==> src/hw/rtl/smwt_pkg.sv <==
package smwt_pkg;

    // Field widths fixed by the sample and result formats
    localparam int STAMP_W    = 63;
    localparam int RATE_W     = 16;
    localparam int MOT_W      = 16;
    localparam int SQ_W       = 32;
    localparam int IMU_CNT_W  = 8;
    localparam int CAM_CNT_W  = 7;
    localparam int STAT_CNT_W = 8;
    localparam int GAP_W      = 32;

    // Configuration port
    localparam int CFG_IDX_W  = 4;
    localparam int CFG_DATA_W = 32;

    localparam logic [CFG_IDX_W-1:0] REG_IMU_GAP_NS       = 4'd0;
    localparam logic [CFG_IDX_W-1:0] REG_CAM_GAP_NS       = 4'd1;
    localparam logic [CFG_IDX_W-1:0] REG_IMU_ACTIVE_SQ    = 4'd2;
    localparam logic [CFG_IDX_W-1:0] REG_CAM_ACTIVE_LEVEL = 4'd3;
    localparam logic [CFG_IDX_W-1:0] REG_IMU_MIN_FILL     = 4'd4;
    localparam logic [CFG_IDX_W-1:0] REG_IMU_MIN_ACTIVE   = 4'd5;
    localparam logic [CFG_IDX_W-1:0] REG_CAM_MIN_FILL     = 4'd6;
    localparam logic [CFG_IDX_W-1:0] REG_CAM_MIN_ACTIVE   = 4'd7;

    // Register reset values
    localparam logic [GAP_W-1:0]     RST_IMU_GAP_NS       = 32'd20000000;
    localparam logic [GAP_W-1:0]     RST_CAM_GAP_NS       = 32'd40000000;
    localparam logic [SQ_W-1:0]      RST_IMU_ACTIVE_SQ    = 32'd262144;
    localparam logic [MOT_W-1:0]     RST_CAM_ACTIVE_LEVEL = 16'd8;
    localparam logic [IMU_CNT_W-1:0] RST_IMU_MIN_FILL     = 8'd40;
    localparam logic [IMU_CNT_W-1:0] RST_IMU_MIN_ACTIVE   = 8'd20;
    localparam logic [CAM_CNT_W-1:0] RST_CAM_MIN_FILL     = 7'd20;
    localparam logic [CAM_CNT_W-1:0] RST_CAM_MIN_ACTIVE   = 7'd10;

    // Sample source codes
    localparam logic ACT_IMU = 1'b0;
    localparam logic ACT_CAM = 1'b1;

    // Window status after an update
    typedef struct packed {
        logic [STAT_CNT_W-1:0] count;
        logic [STAT_CNT_W-1:0] active;
        logic                  cleared;
    } win_stat_t;

endpackage

==> src/hw/rtl/smwt_window.sv <==
module smwt_window
    import smwt_pkg::*;
#(
    parameter int DEPTH = 210
)
(
    input  logic               clk,
    input  logic               rst_n,
    input  logic               push,
    input  logic [STAMP_W-1:0] stamp,
    input  logic [GAP_W-1:0]   gap,
    input  logic               act,
    output win_stat_t          stat
);

    localparam int IW = (DEPTH > 1) ? $clog2(DEPTH) : 1;
    localparam int CW = $clog2(DEPTH + 1);
    localparam logic [CW-1:0] DEPTH_C = CW'(DEPTH);
    localparam logic [IW-1:0] LAST_C  = IW'(DEPTH - 1);

    logic [IW-1:0]      oldest_reg;
    logic [CW-1:0]      count_reg;
    logic [CW-1:0]      active_reg;
    logic [STAMP_W-1:0] last_stamp_reg;
    logic               oldest_flag_reg;
    logic               flag_mem [DEPTH];

    logic               gap_hit;
    logic [STAMP_W-1:0] jump;
    logic [IW-1:0]      o1;
    logic [CW-1:0]      c1;
    logic [CW-1:0]      a1;
    logic [IW-1:0]      oldest_next;
    logic [CW-1:0]      c2;
    logic [CW-1:0]      a2;
    logic [IW-1:0]      wr_slot;
    logic [CW:0]        slot_sum;
    logic [CW-1:0]      count_next;
    logic [CW-1:0]      active_next;

    assign jump = stamp - last_stamp_reg;

    always_comb
    begin
        gap_hit = (count_reg != '0) && (stamp > last_stamp_reg)
                  && (jump > {{(STAMP_W-GAP_W){1'b0}}, gap});
        o1 = gap_hit ? '0 : oldest_reg;
        c1 = gap_hit ? '0 : count_reg;
        a1 = gap_hit ? '0 : active_reg;
        slot_sum = {{(CW+1-IW){1'b0}}, o1} + {1'b0, c1};
        if (c1 >= DEPTH_C)
        begin
            // drop the oldest flag before the push
            a2 = (oldest_flag_reg && (a1 != '0)) ? a1 - 1'b1 : a1;
            oldest_next = (o1 == LAST_C) ? '0 : o1 + 1'b1;
            c2 = DEPTH_C - 1'b1;
            wr_slot = o1;
        end
        else
        begin
            a2 = a1;
            oldest_next = o1;
            c2 = c1;
            if (slot_sum >= {1'b0, DEPTH_C})
                wr_slot = IW'(slot_sum - {1'b0, DEPTH_C});
            else
                wr_slot = IW'(slot_sum);
        end
        count_next  = c2 + 1'b1;
        active_next = a2 + {{(CW-1){1'b0}}, act};
    end

    always_ff @(posedge clk or negedge rst_n)
    begin
        if (!rst_n)
        begin
            oldest_reg     <= '0;
            count_reg      <= '0;
            active_reg     <= '0;
            last_stamp_reg <= '0;
        end
        else if (push)
        begin
            oldest_reg     <= oldest_next;
            count_reg      <= count_next;
            active_reg     <= active_next;
            last_stamp_reg <= stamp;
        end
    end

    // Flag ring; keep the flag of the oldest slot prefetched, bypassing a write to it
    always_ff @(posedge clk)
    begin
        if (push)
        begin
            flag_mem[wr_slot] <= act;
            oldest_flag_reg   <= (wr_slot == oldest_next) ? act : flag_mem[oldest_next];
        end
    end

    assign stat.count   = push ? STAT_CNT_W'(count_next)  : STAT_CNT_W'(count_reg);
    assign stat.active  = push ? STAT_CNT_W'(active_next) : STAT_CNT_W'(active_reg);
    assign stat.cleared = push && gap_hit;

    a_count_bound: assert property (@(posedge clk) disable iff (!rst_n)
        count_reg <= DEPTH_C)
        else $error("window fill above depth");

    a_active_bound: assert property (@(posedge clk) disable iff (!rst_n)
        active_reg <= count_reg)
        else $error("active count above fill");

    a_clear_one: assert property (@(posedge clk) disable iff (!rst_n)
        push && gap_hit |=> count_reg == CW'(1))
        else $error("gap clear did not leave a single sample");

    a_full_stays: assert property (@(posedge clk) disable iff (!rst_n)
        push && !gap_hit && (count_reg == DEPTH_C) |=> count_reg == DEPTH_C)
        else $error("full window lost fill on push");

endmodule

==> src/hw/rtl/sensor_motion_window_tracker_top.sv <==
// Sensor motion window tracker.
// Input channel (in_valid / in_ready): one request per sample. action selects
// IMU (rates used) or camera (cam_motion, cam_motion_known used); stamp_ns is
// the sample time in ns. Output channel (out_valid / out_ready): one result per
// request with both window fills, active counts, the gap-clear flag of the
// sample's own stream and readiness against the four minimums.
// Configuration: cfg_we with cfg_index / cfg_data writes one register per
// cycle; write only while no request is in flight. Unknown indexes are dropped.
// From input accept to out_valid: input register, then the squared-norm
// multipliers, activity decision and window update in one pass into the result
// register. Throughput: one request per cycle while the receiver does not stall,
// with the ring push/pop of each window done in that same pass.
// Reset clears all windows and pipeline valids and loads the default register
// values. When the receiver stalls, the result register holds and the input
// register fills; in_ready drops once both registers hold a request.
module sensor_motion_window_tracker_top
    import smwt_pkg::*;
#(
    parameter int IMU_DEPTH = 210,
    parameter int CAM_DEPTH = 105
)
(
    input  logic                  clk,
    input  logic                  rst_n,

    input  logic                  cfg_we,
    input  logic [CFG_IDX_W-1:0]  cfg_index,
    input  logic [CFG_DATA_W-1:0] cfg_data,

    input  logic                  in_valid,
    output logic                  in_ready,
    input  logic                  action,
    input  logic [STAMP_W-1:0]    stamp_ns,
    input  logic signed [RATE_W-1:0] rate_x,
    input  logic signed [RATE_W-1:0] rate_y,
    input  logic signed [RATE_W-1:0] rate_z,
    input  logic [MOT_W-1:0]      cam_motion,
    input  logic                  cam_motion_known,

    output logic                  out_valid,
    input  logic                  out_ready,
    output logic [IMU_CNT_W-1:0]  imu_fill,
    output logic [IMU_CNT_W-1:0]  imu_active_count,
    output logic [CAM_CNT_W-1:0]  cam_fill,
    output logic [CAM_CNT_W-1:0]  cam_active_count,
    output logic                  gap_cleared,
    output logic                  ready_res
);

    // Configuration registers
    logic [GAP_W-1:0]     imu_gap_ns_reg;
    logic [GAP_W-1:0]     cam_gap_ns_reg;
    logic [SQ_W-1:0]      imu_active_sq_reg;
    logic [MOT_W-1:0]     cam_active_level_reg;
    logic [IMU_CNT_W-1:0] imu_min_fill_reg;
    logic [IMU_CNT_W-1:0] imu_min_active_reg;
    logic [CAM_CNT_W-1:0] cam_min_fill_reg;
    logic [CAM_CNT_W-1:0] cam_min_active_reg;

    always_ff @(posedge clk or negedge rst_n)
    begin
        if (!rst_n)
        begin
            imu_gap_ns_reg       <= RST_IMU_GAP_NS;
            cam_gap_ns_reg       <= RST_CAM_GAP_NS;
            imu_active_sq_reg    <= RST_IMU_ACTIVE_SQ;
            cam_active_level_reg <= RST_CAM_ACTIVE_LEVEL;
            imu_min_fill_reg     <= RST_IMU_MIN_FILL;
            imu_min_active_reg   <= RST_IMU_MIN_ACTIVE;
            cam_min_fill_reg     <= RST_CAM_MIN_FILL;
            cam_min_active_reg   <= RST_CAM_MIN_ACTIVE;
        end
        else if (cfg_we)
        begin
            case (cfg_index)
                REG_IMU_GAP_NS:       imu_gap_ns_reg       <= cfg_data;
                REG_CAM_GAP_NS:       cam_gap_ns_reg       <= cfg_data;
                REG_IMU_ACTIVE_SQ:    imu_active_sq_reg    <= cfg_data;
                REG_CAM_ACTIVE_LEVEL: cam_active_level_reg <= cfg_data[MOT_W-1:0];
                REG_IMU_MIN_FILL:     imu_min_fill_reg     <= cfg_data[IMU_CNT_W-1:0];
                REG_IMU_MIN_ACTIVE:   imu_min_active_reg   <= cfg_data[IMU_CNT_W-1:0];
                REG_CAM_MIN_FILL:     cam_min_fill_reg     <= cfg_data[CAM_CNT_W-1:0];
                REG_CAM_MIN_ACTIVE:   cam_min_active_reg   <= cfg_data[CAM_CNT_W-1:0];
                default: ; // drop writes beyond the register list
            endcase
        end
    end

    // Pipeline flow control: a stage takes a request when empty or when it drains
    logic s1_valid_reg;
    logic res_valid_reg;
    logic res_ready;
    logic s1_ready;
    logic s1_adv;

    assign res_ready = !res_valid_reg || out_ready;
    assign s1_ready  = !s1_valid_reg || res_ready;
    assign in_ready  = s1_ready;
    assign s1_adv    = s1_valid_reg && res_ready;

    always_ff @(posedge clk or negedge rst_n)
    begin
        if (!rst_n)
        begin
            s1_valid_reg  <= 1'b0;
            res_valid_reg <= 1'b0;
        end
        else
        begin
            if (s1_ready)
                s1_valid_reg <= in_valid;
            if (res_ready)
                res_valid_reg <= s1_valid_reg;
        end
    end

    // Stage 1: registered request
    logic                     s1_action_reg;
    logic [STAMP_W-1:0]       s1_stamp_reg;
    logic signed [RATE_W-1:0] s1_rate_x_reg;
    logic signed [RATE_W-1:0] s1_rate_y_reg;
    logic signed [RATE_W-1:0] s1_rate_z_reg;
    logic [MOT_W-1:0]         s1_motion_reg;
    logic                     s1_known_reg;

    always_ff @(posedge clk)
    begin
        if (in_valid && s1_ready)
        begin
            s1_action_reg <= action;
            s1_stamp_reg  <= stamp_ns;
            s1_rate_x_reg <= rate_x;
            s1_rate_y_reg <= rate_y;
            s1_rate_z_reg <= rate_z;
            s1_motion_reg <= cam_motion;
            s1_known_reg  <= cam_motion_known;
        end
    end

    // Activity decision: squared rate norm for IMU, motion level for camera
    logic signed [SQ_W-1:0] sq_x;
    logic signed [SQ_W-1:0] sq_y;
    logic signed [SQ_W-1:0] sq_z;
    logic [SQ_W-1:0]        sq_sum;
    logic                   s1_act;

    assign sq_x = s1_rate_x_reg * s1_rate_x_reg;
    assign sq_y = s1_rate_y_reg * s1_rate_y_reg;
    assign sq_z = s1_rate_z_reg * s1_rate_z_reg;
    // each square is at most 2^30, so the three-way sum fits 32 bits
    assign sq_sum = {1'b0, sq_x[SQ_W-2:0]} + {1'b0, sq_y[SQ_W-2:0]}
                  + {1'b0, sq_z[SQ_W-2:0]};

    always_comb
    begin
        if (s1_action_reg == ACT_IMU)
            s1_act = sq_sum > imu_active_sq_reg;
        else
            s1_act = !s1_known_reg || (s1_motion_reg > cam_active_level_reg);
    end

    // Window update: advance the stream that the request belongs to
    win_stat_t imu_stat;
    win_stat_t cam_stat;
    logic      imu_push;
    logic      cam_push;

    assign imu_push = s1_adv && (s1_action_reg == ACT_IMU);
    assign cam_push = s1_adv && (s1_action_reg == ACT_CAM);

    smwt_window #(
        .DEPTH (IMU_DEPTH)
    ) u_imu_win (
        .clk   (clk),
        .rst_n (rst_n),
        .push  (imu_push),
        .stamp (s1_stamp_reg),
        .gap   (imu_gap_ns_reg),
        .act   (s1_act),
        .stat  (imu_stat)
    );

    smwt_window #(
        .DEPTH (CAM_DEPTH)
    ) u_cam_win (
        .clk   (clk),
        .rst_n (rst_n),
        .push  (cam_push),
        .stamp (s1_stamp_reg),
        .gap   (cam_gap_ns_reg),
        .act   (s1_act),
        .stat  (cam_stat)
    );

    logic ready_next;

    assign ready_next = (imu_stat.count  >= STAT_CNT_W'(imu_min_fill_reg))
                     && (imu_stat.active >= STAT_CNT_W'(imu_min_active_reg))
                     && (cam_stat.count  >= STAT_CNT_W'(cam_min_fill_reg))
                     && (cam_stat.active >= STAT_CNT_W'(cam_min_active_reg));

    // Result register: hold while the receiver stalls
    logic [IMU_CNT_W-1:0] imu_fill_reg;
    logic [IMU_CNT_W-1:0] imu_active_reg;
    logic [CAM_CNT_W-1:0] cam_fill_reg;
    logic [CAM_CNT_W-1:0] cam_active_reg;
    logic                 gap_cleared_reg;
    logic                 ready_res_reg;

    always_ff @(posedge clk)
    begin
        if (s1_adv)
        begin
            imu_fill_reg    <= IMU_CNT_W'(imu_stat.count);
            imu_active_reg  <= IMU_CNT_W'(imu_stat.active);
            cam_fill_reg    <= CAM_CNT_W'(cam_stat.count);
            cam_active_reg  <= CAM_CNT_W'(cam_stat.active);
            gap_cleared_reg <= (s1_action_reg == ACT_IMU) ? imu_stat.cleared
                                                          : cam_stat.cleared;
            ready_res_reg   <= ready_next;
        end
    end

    assign out_valid        = res_valid_reg;
    assign imu_fill         = imu_fill_reg;
    assign imu_active_count = imu_active_reg;
    assign cam_fill         = cam_fill_reg;
    assign cam_active_count = cam_active_reg;
    assign gap_cleared      = gap_cleared_reg;
    assign ready_res        = ready_res_reg;

endmodule

==> config.mk <==
export PLATFORM = sky130hd
export DESIGN_NAME = sensor_motion_window_tracker_top
export DESIGN_NICKNAME = d
export VERILOG_FILES = /design/src/hw/rtl/smwt_pkg.sv /design/src/hw/rtl/smwt_window.sv /design/src/hw/rtl/sensor_motion_window_tracker_top.sv
export SDC_FILE = /design/constraint.sdc
export NUM_CORES = 2
export LEC_CHECK = 0
export ABC_CLOCK_PERIOD_IN_PS = 25500
export BUFFER_PORTS_ARGS = -buffer_cell sky130_fd_sc_hd__buf_2
export CAP_MARGIN = 20
export CORE_AREA = 3 3 415 417
export DETAILED_ROUTE_END_ITERATION = 7
export DIE_AREA = 0 0 418 420
export PLACE_DENSITY = 0.74
export SETUP_SLACK_MARGIN = 0.4
export SKIP_CTS_REPAIR_TIMING = 1
export SYNTH_ARGS = -nofsm -noshare
export SYNTH_HDL_FRONTEND = slang
export SYNTH_HIERARCHICAL = 1
export SYNTH_SLANG_ARGS = --single-unit
==> constraint.sdc <==
create_clock -name clk -period 25.5 [get_ports clk]
set_input_delay 2.55 -clock clk [delete_from_list [all_inputs] [get_ports clk]]
set_output_delay 2.55 -clock clk [all_outputs]
set_load 0.01 [all_outputs]
==> flow_metrics.tcl <==
set metrics [dict create \
    finClkSkew_ps 85.9 \
    gp_congestion 0.973 \
    grt_pass1_wl_um 337000 \
    drc_errors 0 \
    cp_slowest_stage_delay_ps 880 \
    fin_nets 9622 \
    max-cap-violations 0 \
    hold_path.class "reg2reg" \
    root_buffer "clkbuf_16" \
    setup_ws_ps 10760 \
    crit_required_ps 25950 \
    reg2reg_slack_ps 10760 \
    tightest_slew_ps 1230 \
    wl_per_cell_um 20.5 \
    slowest_stage "edfxtp_1" \
    ys.flop_type "edfxtp_1" \
    path_class "reg2reg" \
    numCtsBuffers 93 \
    rsz0062_at_grt "no" \
    outcome "complete, no violations" \
    io_pins 204 \
    synth-seq-cells 793 \
    vias 59122 \
    place_ws_ps 10960 \
    grt_start_max_net_pins 276 \
    die_area_um2 176000 \
    drt_iter0_markers 5154 \
    layout-drive-gt1-share_pct 8.30 \
    overflow 0 \
    cts_buffer_depth 3 \
    reg.largest.list "u_imu_win/flag_mem: 210 flops, u_cam_win/flag_mem: 105 flops" \
    via_per_inst 5.66 \
    slew_headroom_pct 17.8 \
    grtUsageMet1_pct 30.8 \
    syn2layout_area_growth_pct 8.17 \
    top_usage_layer "met2" \
    synth.distinct_cells 128 \
    clkTransAtPathRegs_ps 80 \
    wl_um 214000 \
    finalSetupTns_ps 0 \
    initial_core_util_pct 44.9 \
    ctsHtreeMaxLevel 3 \
    grt_util_met3_pct 2.96 \
    die_y_um 420 \
    setup_viol 0 \
    cts.sinks 793 \
    synth_edf_count 478 \
    fin_crit_ps 14740 \
    async_reset_ff_share_pct 39.7 \
    syn_area_um2 75900 \
    clkLatencyLatePin_ps 760 \
    die_w_um 418 \
    cp_max_fo 275 \
    coreArea_um2 169000 \
    cts_tree "done" \
    antenna_found_initial 3 \
    worstPathArrival_ps 15190 \
    critPathLaunchType "flop" \
    grt_pass1_vias 60378 \
    syn_inst 8101 \
    postSynthAreaPerCell_um2 9.37 \
    drt-pass1-iter-count 6 \
    largest-register "u_imu_win/flag_mem" \
    slew_viol_final 0 \
    largest_reg_flops 210 \
    hold_viol 0 \
    cp-end-kind "flop" \
    ys_warn_count 6 \
    postRouteAntennaNets 0 \
    ys_seq_area_share_pct 29.4 \
    port_buffers 203 \
    dp_hpwl_um 166000 \
    whs_ps 504 \
    grt.met2_usage_pct 42.4 \
    finalCritPeriodShare_pct 57.8 \
    grt_util_all_layers_pct 24.4 \
    fmax_mhz 67.8 \
    num_rows 151 \
]
[per-layer routing]
metal / wire [um] / vias up
li1: - / 27153
met1: 85600 / 29336
met2: 106000 / 2194
met3: 12800 / 437
met4: 9650 / 2
met5: 7 / -
[cells in the mapped netlist, types with 31 or more instances]
library cell,count,area (um2)
a31oi_1,47,294
nor2_1,710,2670
buf_2,56,280
a21oi_1,389,1950
inv_1,1345,5050
clkbuf_1,221,830
a211oi_1,47,353
nand3_1,104,521
fa_1,730,14600
nor2b_1,45,282
nand2_1,839,3150
and3_1,44,275
mux2i_1,81,811
a21o_1,116,871
xor2_1,104,911
ha_1,575,7190
o22ai_1,31,194
o21bai_1,33,248
o21ai_0,413,2070
edfxtp_1,478,14400
xnor2_1,169,1480
nor3_1,83,415
mux2_2,149,1680
nand2b_1,66,413
o21a_1,49,368
and2_1,173,1080
dfrtp_1,289,7230
nand4_1,108,676
o211ai_1,51,383
[final cells by class]
class,instances,area [um2]
timing repair buffer,253,1510
multi-input combinational,5661,47400
clock inverter,51,499
inverter,1345,5050
clock buffer,123,2560
sequential,793,22300
tap,2218,2780
fill,15540,87000
antenna,3,7.51
[cell families after synthesis]
kind of cell,after synthesis,share of synthesized area (%)
AOI/OAI and AO/OA,1491,12.7
xor gates and xnor gates,273,3.15
adders and majority gates,1307,28.8
buffers and inverters,1648,8.32
DFF,793,29.4
muxes,232,3.33
other,1,0.00494
and+or+nand+nor,2356,14.4
[placed cells by master (no fill, tap or decap), drive strengths merged, types with 36 or more instances in the layout]
cell       n
a21oi    391
and2     174
nand2b    66
o21ai    433
o21a      50
nor3      85
dfrtp    289
a21o     116
and3      44
ha       575
o211ai    53
nand4    108
a211oi    51
fa       730
nand2    844
edfxtp   478
inv     1353
xnor2    169
mux2i     82
nor2b     46
nor4      36
a31oi     49
buf      253
xor2     104
nor2     710
mux2     149
nand3    105
clkbuf   123
[through the flow]
step                      utilization, %  instances  instance area (um2)
after floorplan                        -       8102                75900
after global placement              46.7      10266                78900
after detailed placement            46.7      10267                78900
after CTS                           48.5      10441                82000
after global routing                48.5      10444                82100
final                               48.5      10447                82100
[critical path, delay by kind of cell (launching register included)]
family / cells / cell delay, ps
flops: 1 / 880
compound gates: 16 / 3130
simple gates: 14 / 2820
xor+xnor: 2 / 430
buf+inv: 9 / 1390
fa+ha+maj: 13 / 5300
mux: 1 / 290
[path summary, 6_finish.rpt]
check	start	cells after the start	to
setup / recovery	s1_rate_z_reg[5]$_DFFE_PP_	55	ready_res$_DFFE_PP_
hold / removal	imu_active_sq_reg[6]$_DFFE_PN0P_	1	imu_active_sq_reg[6]$_DFFE_PN0P_
setup reg to reg	s1_rate_z_reg[5]$_DFFE_PP_	55	ready_res$_DFFE_PP_
hold reg to reg	imu_active_sq_reg[6]$_DFFE_PN0P_	1	imu_active_sq_reg[6]$_DFFE_PN0P_
max in group asynchronous	rst_n	2	u_cam_win/last_stamp_reg[28]$_DFFE_PN0P_
min in group asynchronous	rst_n	1	u_imu_win/last_stamp_reg[10]$_DFFE_PN0P_
Power is not shown: default switching activity piles up to over one toggle a cycle in this logic, so the estimate is an artifact.
